--- src/wsdf_pkg.sv ---
`default_nettype none
// ----------------------------------------------------------------------------
// wsdf_pkg
// Types and constants shared by the WebSocket frame deframer.
// ----------------------------------------------------------------------------
package wsdf_pkg;

    // parser phase
    typedef enum logic [2:0] {
        PH_B0  = 3'd0,
        PH_B1  = 3'd1,
        PH_EXT = 3'd2,
        PH_KEY = 3'd3,
        PH_PAY = 3'd4
    } phase_t;

    // event codes carried on the result channel
    typedef enum logic [1:0] {
        EV_PAYLOAD  = 2'd0,
        EV_HEADER   = 2'd1,
        EV_CLOSE    = 2'd2,
        EV_OVERSIZE = 2'd3
    } ev_kind_t;

    localparam logic [3:0] OPC_CLOSE  = 4'h8;
    localparam logic [3:0] OPC_PING   = 4'h9;
    localparam logic [6:0] LEN16_CODE = 7'd126;
    localparam logic [6:0] LEN64_CODE = 7'd127;

    localparam logic [3:0] LEN16_BYTES = 4'd2;
    localparam logic [3:0] LEN64_BYTES = 4'd8;
    localparam logic [3:0] KEY_BYTES   = 4'd4;

    localparam int unsigned ACC_W      = 64;
    localparam int unsigned DECL_W     = 63;
    localparam int unsigned CAP_W      = 32;
    localparam int unsigned M_TDATA_W  = 80;

    // register indexes
    localparam logic REG_CAPACITY = 1'b0;

endpackage : wsdf_pkg
`default_nettype wire

--- src/websocket_frame_deframer.sv ---
`default_nettype none
// ----------------------------------------------------------------------------
// websocket_frame_deframer
// Parses a WebSocket byte stream, unmasks the payload and reports events.
// ----------------------------------------------------------------------------
// Usage
// - s_ channel: one raw stream byte per transfer on s_tdata.
// - m_ channel: at most one result per input byte. m_tuser carries the event
//   (payload byte, header done, close frame, payload over buffer), m_tdata the
//   byte and header fields, m_tlast marks the last result of a frame.
// - APB port: register 0 (byte address 0) is the payload capacity, sampled
//   when a header completes. Write it only while the stream is idle.
// Timing
// - one byte accepted every cycle unless a held result waits on m_tready;
//   a result appears on m_ in the cycle after the byte that causes it. Header
//   bytes produce nothing until the header is complete. The per-byte path is
//   one 64-bit decrement/compare on the length and remaining-byte counters.
// Reset
// - synchronous, active low: parser waits for the first header byte, the
//   capacity returns to all ones, the result register is emptied.
// Stall
// - a held result blocks s_tready only when m_tready is low; while the
//   result register drains, the next byte is taken in the same cycle.
// ----------------------------------------------------------------------------
module websocket_frame_deframer
    import wsdf_pkg::*;
#(
    parameter int unsigned LENGTH_WIDTH = 64
) (
    input  wire logic                 aclk,
    input  wire logic                 aresetn,
    // input stream
    input  wire logic                 s_tvalid,
    output logic                      s_tready,
    input  wire logic [7:0]           s_tdata,   // [7:0] stream_byte
    // result stream
    output logic                      m_tvalid,
    input  wire logic                 m_tready,
    // [7:0] payload_byte, [11:8] frame_opcode, [12] final_fragment,
    // [13] is_ping, [14] was_masked, [77:15] declared_length, [79:78] zero
    output logic [M_TDATA_W-1:0]      m_tdata,
    output logic [1:0]                m_tuser,   // [1:0] event_kind
    output logic                      m_tlast,   // frame_last
    // configuration
    input  wire logic                 psel,
    input  wire logic                 penable,
    input  wire logic                 pwrite,
    input  wire logic [2:0]           paddr,
    input  wire logic [31:0]          pwdata,
    output logic [31:0]               prdata,
    output logic                      pready
);

    // parser state
    phase_t             phase_reg, phase_next;
    logic [3:0]         hcnt_reg, hcnt_next;
    logic [3:0]         opcode_reg, opcode_next;
    logic               fin_reg, fin_next;
    logic               mask_reg, mask_next;
    logic [6:0]         code_reg, code_next;
    logic [ACC_W-1:0]   len_reg, len_next;
    logic [31:0]        key_reg, key_next;
    logic [ACC_W-1:0]   rem_reg, rem_next;
    logic [1:0]         kidx_reg, kidx_next;
    logic               disc_reg, disc_next;
    logic [CAP_W-1:0]   cap_reg;

    // result register
    logic               out_valid_reg;
    ev_kind_t           out_kind_reg;
    logic [7:0]         out_byte_reg;
    logic [3:0]         out_opcode_reg;
    logic               out_fin_reg;
    logic               out_masked_reg;
    logic [DECL_W-1:0]  out_len_reg;
    logic               out_last_reg;

    // combinational results
    logic               acc;
    logic [7:0]         b;
    logic               ext_code;
    logic [3:0]         hcnt_inc;
    logic [3:0]         ext_need;
    logic [ACC_W-1:0]   ext_len;
    logic               ext_done;
    logic               key_done;
    logic               finish_now;
    logic [ACC_W-1:0]   finish_len;
    logic               too_wide;
    logic               over_cap;
    logic [ACC_W-1:0]   rem_dec;
    logic               pay_last;
    logic [7:0]         key_byte;
    logic               res_valid;
    ev_kind_t           res_kind;
    logic [7:0]         res_byte;
    logic               res_last;

    // handshakes
    assign acc      = s_tvalid && s_tready;
    assign s_tready = !out_valid_reg || m_tready;
    assign b        = s_tdata;

    // header helpers
    assign ext_code = (b[6:0] == LEN16_CODE) || (b[6:0] == LEN64_CODE);
    assign hcnt_inc = hcnt_reg + 4'd1;
    assign ext_need = (code_reg == LEN16_CODE) ? LEN16_BYTES : LEN64_BYTES;
    assign ext_len  = {len_reg[ACC_W-9:0], b};
    assign ext_done = (hcnt_inc >= ext_need);
    assign key_done = (hcnt_inc >= KEY_BYTES);

    // header completes on this byte
    always_comb begin
        finish_now = 1'b0;
        finish_len = len_reg;
        unique case (phase_reg)
            PH_B1: begin
                finish_now = !ext_code && !b[7];
                finish_len = {{(ACC_W-7){1'b0}}, b[6:0]};
            end
            PH_EXT: begin
                finish_now = ext_done && !mask_reg;
                finish_len = ext_len;
            end
            PH_KEY: begin
                finish_now = key_done;
                finish_len = len_reg;
            end
            default: begin
                finish_now = 1'b0;
                finish_len = len_reg;
            end
        endcase
    end

    // length limit checks
    generate
        if (LENGTH_WIDTH < ACC_W) begin : g_narrow
            assign too_wide = |finish_len[ACC_W-1:LENGTH_WIDTH];
        end else begin : g_full
            assign too_wide = 1'b0;
        end
    endgenerate

    assign over_cap = (|finish_len[ACC_W-1:CAP_W]) || (finish_len[CAP_W-1:0] > cap_reg);

    // payload counter
    assign rem_dec  = (rem_reg != '0) ? (rem_reg - {{(ACC_W-1){1'b0}}, 1'b1}) : '0;
    assign pay_last = (rem_dec == '0);

    // key byte for this payload position, first key byte in the top bits
    always_comb begin
        case (kidx_reg)
            2'd0:    key_byte = key_reg[31:24];
            2'd1:    key_byte = key_reg[23:16];
            2'd2:    key_byte = key_reg[15:8];
            default: key_byte = key_reg[7:0];
        endcase
    end

    // next phase
    always_comb begin
        phase_next = phase_reg;
        if (acc) begin
            unique case (phase_reg)
                PH_B1: begin
                    if (ext_code)      phase_next = PH_EXT;
                    else if (b[7])     phase_next = PH_KEY;
                    else               phase_next = (finish_len == '0) ? PH_B0 : PH_PAY;
                end
                PH_EXT: begin
                    if (!ext_done)     phase_next = PH_EXT;
                    else if (mask_reg) phase_next = PH_KEY;
                    else               phase_next = (finish_len == '0) ? PH_B0 : PH_PAY;
                end
                PH_KEY: begin
                    if (!key_done)     phase_next = PH_KEY;
                    else               phase_next = (finish_len == '0) ? PH_B0 : PH_PAY;
                end
                PH_PAY: begin
                    phase_next = pay_last ? PH_B0 : PH_PAY;
                end
                default: begin
                    phase_next = PH_B1;
                end
            endcase
        end
    end

    // datapath and result
    always_comb begin
        hcnt_next   = hcnt_reg;
        opcode_next = opcode_reg;
        fin_next    = fin_reg;
        mask_next   = mask_reg;
        code_next   = code_reg;
        len_next    = len_reg;
        key_next    = key_reg;
        rem_next    = rem_reg;
        kidx_next   = kidx_reg;
        disc_next   = disc_reg;
        res_valid   = 1'b0;
        res_kind    = EV_PAYLOAD;
        res_byte    = 8'h00;
        res_last    = 1'b0;
        if (acc) begin
            unique case (phase_reg)
                PH_B1: begin
                    mask_next = b[7];
                    code_next = b[6:0];
                    hcnt_next = 4'd0;
                    len_next  = ext_code ? '0 : finish_len;
                end
                PH_EXT: begin
                    len_next  = ext_len;
                    hcnt_next = ext_done ? 4'd0 : hcnt_inc;
                end
                PH_KEY: begin
                    key_next  = {key_reg[23:0], b};
                    hcnt_next = key_done ? 4'd0 : hcnt_inc;
                end
                PH_PAY: begin
                    rem_next = rem_dec;
                    if (!disc_reg) begin
                        kidx_next = kidx_reg + 2'd1;
                        res_valid = 1'b1;
                        res_kind  = EV_PAYLOAD;
                        res_byte  = b ^ key_byte;
                        res_last  = pay_last;
                    end
                end
                default: begin
                    fin_next    = b[7];
                    opcode_next = b[3:0];
                    mask_next   = 1'b0;
                    code_next   = 7'd0;
                    len_next    = '0;
                    key_next    = '0;
                    rem_next    = '0;
                    kidx_next   = 2'd0;
                    disc_next   = 1'b0;
                    hcnt_next   = 4'd0;
                end
            endcase

            // header event: close first, then the length limits
            if (finish_now) begin
                rem_next  = finish_len;
                kidx_next = 2'd0;
                res_valid = 1'b1;
                if (opcode_reg == OPC_CLOSE) begin
                    res_kind  = EV_CLOSE;
                    disc_next = 1'b1;
                    res_last  = 1'b1;
                end else if (too_wide || over_cap) begin
                    res_kind  = EV_OVERSIZE;
                    disc_next = 1'b1;
                    res_last  = 1'b1;
                end else begin
                    res_kind  = EV_HEADER;
                    disc_next = 1'b0;
                    res_last  = (finish_len == '0);
                end
            end
        end
    end

    // state registers
    always_ff @(posedge aclk) begin
        if (!aresetn) begin
            phase_reg  <= PH_B0;
            hcnt_reg   <= 4'd0;
            opcode_reg <= 4'd0;
            fin_reg    <= 1'b0;
            mask_reg   <= 1'b0;
            code_reg   <= 7'd0;
            len_reg    <= '0;
            key_reg    <= '0;
            rem_reg    <= '0;
            kidx_reg   <= 2'd0;
            disc_reg   <= 1'b0;
        end else begin
            phase_reg  <= phase_next;
            hcnt_reg   <= hcnt_next;
            opcode_reg <= opcode_next;
            fin_reg    <= fin_next;
            mask_reg   <= mask_next;
            code_reg   <= code_next;
            len_reg    <= len_next;
            key_reg    <= key_next;
            rem_reg    <= rem_next;
            kidx_reg   <= kidx_next;
            disc_reg   <= disc_next;
        end
    end

    // result register valid
    always_ff @(posedge aclk) begin
        if (!aresetn) begin
            out_valid_reg <= 1'b0;
        end else if (s_tready) begin
            out_valid_reg <= acc && res_valid;
        end
    end

    // result register payload, loaded with the new header fields
    always_ff @(posedge aclk) begin
        if (acc && res_valid) begin
            out_kind_reg   <= res_kind;
            out_byte_reg   <= res_byte;
            out_opcode_reg <= opcode_next;
            out_fin_reg    <= fin_next;
            out_masked_reg <= mask_next;
            out_len_reg    <= len_next[DECL_W-1:0];
            out_last_reg   <= res_last;
        end
    end

    assign m_tvalid = out_valid_reg;
    assign m_tuser  = out_kind_reg;
    assign m_tlast  = out_last_reg;
    assign m_tdata  = {2'b00, out_len_reg, out_masked_reg,
                       (out_opcode_reg == OPC_PING), out_fin_reg,
                       out_opcode_reg, out_byte_reg};

    // configuration register
    always_ff @(posedge aclk) begin
        if (!aresetn) begin
            cap_reg <= {CAP_W{1'b1}};
        end else if (psel && penable && pwrite && pready && (paddr[2] == REG_CAPACITY)) begin
            cap_reg <= pwdata;
        end
    end

    assign pready = 1'b1;
    assign prdata = (paddr[2] == REG_CAPACITY) ? cap_reg : 32'd0;

    // checks on the parser
    a_b0_to_b1: assert property (@(posedge aclk) disable iff (!aresetn)
        (acc && phase_reg == PH_B0) |=> (phase_reg == PH_B1))
        else $error("first header byte did not advance to second");

    a_no_discard_out: assert property (@(posedge aclk) disable iff (!aresetn)
        (acc && res_valid) |-> !(phase_reg == PH_PAY && disc_reg))
        else $error("result produced from swallowed payload");

    a_hcnt_range: assert property (@(posedge aclk) disable iff (!aresetn)
        hcnt_reg <= 4'd7)
        else $error("header byte count out of range");

    a_pay_rem: assert property (@(posedge aclk) disable iff (!aresetn)
        (phase_reg == PH_PAY) |-> (rem_reg != '0))
        else $error("payload phase with no bytes remaining");

endmodule : websocket_frame_deframer
`default_nettype wire

--- config.mk ---
export PLATFORM = sky130hd
export DESIGN_NAME = websocket_frame_deframer
export DESIGN_NICKNAME = d
export VERILOG_FILES = /design/src/wsdf_pkg.sv /design/src/websocket_frame_deframer.sv
export SDC_FILE = /design/constraint.sdc
export NUM_CORES = 1
export LEC_CHECK = 0
export ABC_CLOCK_PERIOD_IN_PS = 6300
export BUFFER_PORTS_ARGS = -buffer_cell sky130_fd_sc_hd__buf_4
export CORE_ASPECT_RATIO = 1.25
export CORE_MARGIN = 2
export CORE_UTILIZATION = 35
export CTS_CLUSTER_DIAMETER = 40
export DETAILED_ROUTE_END_ITERATION = 16
export GPL_ROUTABILITY_DRIVEN = 0
export GPL_TIMING_DRIVEN = 0
export PLACE_DENSITY_LB_ADDON = 0.12
export SYNTH_ARGS = -nofsm -noshare
export SYNTH_HDL_FRONTEND = slang
export SYNTH_SLANG_ARGS = --single-unit
--- constraint.sdc ---
create_clock -name aclk -period 6.3 [get_ports aclk]
set_input_delay 1.26 -clock aclk [delete_from_list [all_inputs] [get_ports aclk]]
set_output_delay 1.26 -clock aclk [all_outputs]
set_load 0.02 [all_outputs]
# Word-level counts from Yosys, hierarchy flattened
# Cells that the tools add are included.
# classes
n_lt_le_gt_ge,3
shifts,0
multipliers,0
n_addsub,3
bitwise_logic,8
n_eq_ne,14
n_mux,48
reduce_logical,34
div,0
# op_table
op,count
$pmux W64 S2,2
$mux W64,3
$pmux W64 S3,1
$logic_not A64 Y1,2
$pmux W32 S2,1
$reduce_bool A64 Y1,1
$sub A64 B1 Y64 const B,1
$mux W63,1
$gt A32 B32 Y1,1
$mux W32,1
$reduce_or A32 Y1,1
$pmux W8 S3,1
$eq A7 B7 Y1 const B,3
$mux W3,7
$mux W4,5
$mux W1,16
$reduce_or A3 Y1,5
$pmux W7 S2,1
$reduce_and A2 Y1,7
$pmux W3 S4,1
$pmux W4 S3,1
$eq A4 B4 Y1 const B,2
$mux W2,4
$xor A8 B8 Y8,1
22 further kinds,41
# totals
wordCells,132
rom_bits,0
mem_bits_rw,0
latchBits,0
input_bits,50
out_inout_bits,118
memories,0
regBits,296

# Logic depth before layout (Yosys ltp)
# depth
word_depth,8
ltp_mapped,18
mapped_depth_nobuf,14

# Worst setup path before layout
# Ideal clock, no wire load.
# synth_timing
path_kind,input port to flip-flop
from,in s_tdata[3]
to,"reg out_last_reg, in the netlist m_tlast, enable pin"
arrival_ns,3.839
required_ns,5.500
n_path_buf,2
slack_ns,1.660
stages,9
setup_ns,0.800
cell_sequence,clkbuf_1 > and4_1 > nand3_1 > nand2_1 > nor2_1 > a221o_1 > clkbuf_1 > nand2_1 > nand2_1
# synth_via
elab_chain_len,8
elab_cells_between_ends,9
classes_between,eq/ne (2); mux (3); reduce/logical (4)
# synth_rtl
item,line_no,text
start: declaration,websocket_frame_deframer.sv:35,"input wire logic [7:0] s_tdata,"
$eq A7 B7 Y1,websocket_frame_deframer.sv:105,assign ext_code = (b[6:0] == LEN16_CODE) || (b[6:0] == LEN64_CODE);
$logic_or A1 B1 Y1 *,websocket_frame_deframer.sv:105,
$logic_not A1 Y1 *,websocket_frame_deframer.sv:118,finish_now = !ext_code && !b[7];
$logic_and A1 B1 Y1 *,websocket_frame_deframer.sv:118,
$pmux W1 S3 *,websocket_frame_deframer.sv:116,unique case (phase_reg)
$mux W1 *,websocket_frame_deframer.sv:247,if (finish_now) begin
$mux W1 *,websocket_frame_deframer.sv:206,if (acc) begin
$logic_and A1 B1 Y1 *,websocket_frame_deframer.sv:308,if (acc && res_valid) begin
end signal: assignment,websocket_frame_deframer.sv:315,out_last_reg <= res_last;
end: declaration,websocket_frame_deframer.sv:76,logic out_last_reg;
# Mark *: on every way between the ends. The rest lies on a longest branch, timed or not.
# A chain may end at the register's enable or synchronous reset.

# Worst setup path in the final report
# layout_timing
from,reg phase_reg[1]
to,"reg out_last_reg, in the netlist m_tlast, data pin"
# layout_via
elab_chain_len,7
elab_cells_between_ends,14
classes_between,order compare (1); eq/ne (4); mux (6); reduce/logical (3)
# layout_rtl
item,line_no,text
start: declaration,websocket_frame_deframer.sv:55,"phase_t phase_reg, phase_next;"
start signal: assignment,websocket_frame_deframer.sv:283,phase_reg <= phase_next;
$eq A3 B2 Y1 / $eq A3 B1 Y1 (equally long branches),websocket_frame_deframer.sv:116,
$pmux W64 S2,websocket_frame_deframer.sv:116,
$gt A32 B32 Y1 / $reduce_or A32 Y1 (equally long branches),websocket_frame_deframer.sv:145,assign over_cap = (|finish_len[ACC_W-1:CAP_W]) || (finish_len[CAP_W-1:0] > cap_reg);
$logic_or A1 B1 Y1,websocket_frame_deframer.sv:145,
$mux W1,websocket_frame_deframer.sv:255,end else if (too_wide || over_cap) begin
$mux W1,websocket_frame_deframer.sv:251,if (opcode_reg == OPC_CLOSE) begin
$mux W1 *,websocket_frame_deframer.sv:247,
# Marked as above.

==> impl_metrics.toml <==
[timing]
fin_skew_ns = 0.0175
slew_viol_final = 0
setup_viol = 0
worstMarginPinSlew_ns = 1.06
post-route-period-util_pct = 82.4
hold_violations = 0
timing.final.crit_period_ns = 5.19
fin_setup_tns_ns = 0
max_freq_mhz = 193
rsz0062_at_grt = "no"
slew_headroom_pct = 29.4

[critical_path]
arrival_ns = 5.48
r2r_cells = 18
ff2ff_setup_slack_ns = 1.11
crit_path_max_fanout = 10
r2r_end = "m_tlast"
reg2reg_from = "phase_reg[1]"
cp-start-kind = "register"
cp_data_required_time_ns = 6.59
crit_path_end_kind = "register"
path_class = "register to register"

[routing]
drtIter0Drc = 1522
wl_per_cell_um = 23.4
vias = 14986
wirelength_mm = 60.0
first_pass_iters = 8
viasPerCell = 5.85
ant_nets = 0
drc = 0

[min_path]
hold_class = "register to register"
min_to = "code_reg[0]"
hold_start = "code_reg[0]"
min_path_cells = 2

[clock_tree]
clockBufferDepth = 3
h-tree-depth = 2
cts_hold_buffers = 0
insertion_delay_ns = 0.55
clk_pin_slew_ns = 0.06
cts_buffers = 41
cts_tree = "built"
clock_sinks = 296
ctsResizeCount = 0
cts_setup_buffers = 0
root_buffer = "clkbuf_16"

[global_routing]
antenna_found_initial = 0
grt_usage_pct = 26.2
grt_pass1_vias = 14558
overflow = 0
grt_first_pass_wirelength_mm = 90.3
grt_max_degree = 64

[synth]
synth_top_family_by_area = "simple AND/OR/NAND/NOR gates"
synth.avg_cell_area_um2 = 8.65
synth-compound-area-share_pct = 21.2
synthAdderAreaFrac_pct = 3.37
synthFlopType = "dfxtp_1"
synth_cells = 1760
yosys_warnings = 0
ys_async_sr_fraction_pct = 0
synth-edff-count = 80
synth-simple-area-share_pct = 22.9
syn_area_um2 = 15200
synth_seq_cells = 296
yosysSeqAreaShare_pct = 44.2
synthMuxAreaShare_pct = 0.978
synth-xor-area-share_pct = 2.19
synth_cell_type_count = 69

[final_layout]
nets = 2053
syn_to_final_growth_pct = 21.6
final_common_cell = "dfxtp_1"
drive_gt1_share_pct = 12.7
most-common-layout-cells = "216 x dfxtp_1, 183 x nor2_1, 161 x nand2_1, 161 x buf_4, 121 x clkbuf_1"
stdcell_count = 2560
final_util_pct = 43.1

[floorplanning]
dieArea_um2 = 45200
rows = 85
io_pins = 168
coreArea_um2 = 43000
die_h_um = 237
fp.dieW_um = 191
start_util_pct = 35.4

[power]
combPwrFrac_pct = 20.0
pwr-share-seq_pct = 37.5
p_leak_nw = 7.28
swShare_pct = 31.1
p_clk_share_pct = 42.5
peakVddDrop_v = 0.000184
power_switching_mw = 1.70
intPower_mw = 3.78
power_density_nw_per_um2 = 296

[placed_design]
dp_hpwl_mm = 44.6
io_buffers = 156
dp.cells = 2484

[run_status]
status = "complete, no violations"

[flow_run]
maxCapViolations = 0
## layer usage
layer	up-vias	wire, µm	share of wire (%)	global-route usage (%)
met1	7244	24200	40	32.8
met4	0	3380	5.6	13.9
met3	178	3820	6.4	3.54
met2	694	28600	48	43.5
li1	6870	-	-	-
met5	-	0	0	0
## cells in the mapped netlist, drive strengths merged (8+ instances only)
| cell | n | area share (%) |
|---|---|---|
| o21ai | 83 | 2.7 |
| nand3 | 64 | 2.1 |
| xnor2 | 25 | 1.4 |
| a222oi | 8 | 0.53 |
| a21oi | 105 | 3.5 |
| or3 | 13 | 0.53 |
| o211ai | 35 | 1.7 |
| o22ai | 20 | 0.82 |
| xor2 | 13 | 0.75 |
| nand2 | 162 | 4.0 |
| nor3 | 57 | 1.9 |
| clkbuf | 114 | 2.8 |
| a211oi | 10 | 0.49 |
| dfxtp | 216 | 28 |
| or4 | 20 | 0.99 |
| a221oi | 9 | 0.52 |
| edfxtp | 80 | 16 |
| nor2 | 184 | 4.6 |
| a22o | 73 | 4.2 |
| ha | 41 | 3.4 |
| nor4 | 41 | 1.8 |
| a21o | 11 | 0.54 |
| a22oi | 64 | 3.2 |
| nand4 | 24 | 0.99 |
| buf | 27 | 0.91 |
| o32ai | 12 | 0.69 |
| inv | 58 | 1.4 |
| and2 | 80 | 3.3 |
## worst max-delay path: stages (launching register included)
cell and delay [ns]:
dfxtp_1 0.51, nor3b_4 0.15, nor2_2 0.17, buf_6 0.17
buf_6 0.14, clkbuf_1 0.43, buf_1 0.60, mux2i_1 0.63
inv_1 0.18, ha_1 0.33, nor2b_1 0.13, o21ai_0 0.14
nand2b_1 0.07, a21oi_1 0.13, o21ai_0 0.10, a211oi_1 0.24
o21a_1 0.16, o211ai_1 0.26, a211o_1 0.39
## power by group through the flow
stage / logic, mW / registers (mW) / clock network, mW
6_report: 1.10 / 2.06 / 2.33
5_1_grt: 1.17 / 2.06 / 2.45
4_1_cts: 1.07 / 2.06 / 2.37
3_5_place_dp: 1.06 / 2.10 / 0
3_3_place_gp: 1.06 / 2.10 / 0
2_1_floorplan: 0.647 / 2.12 / 0
## cell type report
cell class	instances	area (µm²)
Antenna cell	1	2.50
Fill cell	4363	24400
Buffer	141	567
Clock buffer	52	1120
Tap cell	565	707
Sequential cell	296	6730
Timing Repair Buffer	158	1200
Clock inverter	23	253
Inverter	58	218
Multi-Input combinational cell	1266	7730
## cells by family (layout without fill, tap and decap cells)
group,Yosys count,after routing
fa+ha+maj,41,41
compound gates,473,473
xor+xnor,38,38
other cells,2,4
flops,296,296
buf+inv,199,432
mux,14,14
simple gates,697,697
## through the flow
stage / hold slack [ns] / power (mW) / cell area [µm²] / setup WS [ns]
floorplan: 0.427 / 2.77 / 15200 / 1.66
global placement: 0.439 / 3.16 / 17100 / -0.0751
detailed placement: 0.443 / 3.16 / 17200 / 1.19
CTS: 0.451 / 5.49 / 18500 / 1.15
global route: 0.468 / 5.68 / 18500 / 0.850
finish: 0.454 / 5.49 / 18500 / 1.11
## worst max path at each step
stage / startpoint / endpoint / slack, ns / depth (start not counted)
final: phase_reg[1] / m_tlast / 1.11 / 18
after global routing: phase_reg[1] / m_tlast / 0.85 / 18
after CTS: phase_reg[1] / m_tlast / 1.15 / 18
after detailed placement: phase_reg[1] / m_tlast / 1.19 / 18
after global placement: s_tdata[3] / out_len_reg[43] / -0.08 / 9
after floorplan: s_tdata[3] / m_tlast / 1.66 / 9
(Power assumes the default switching activity.)
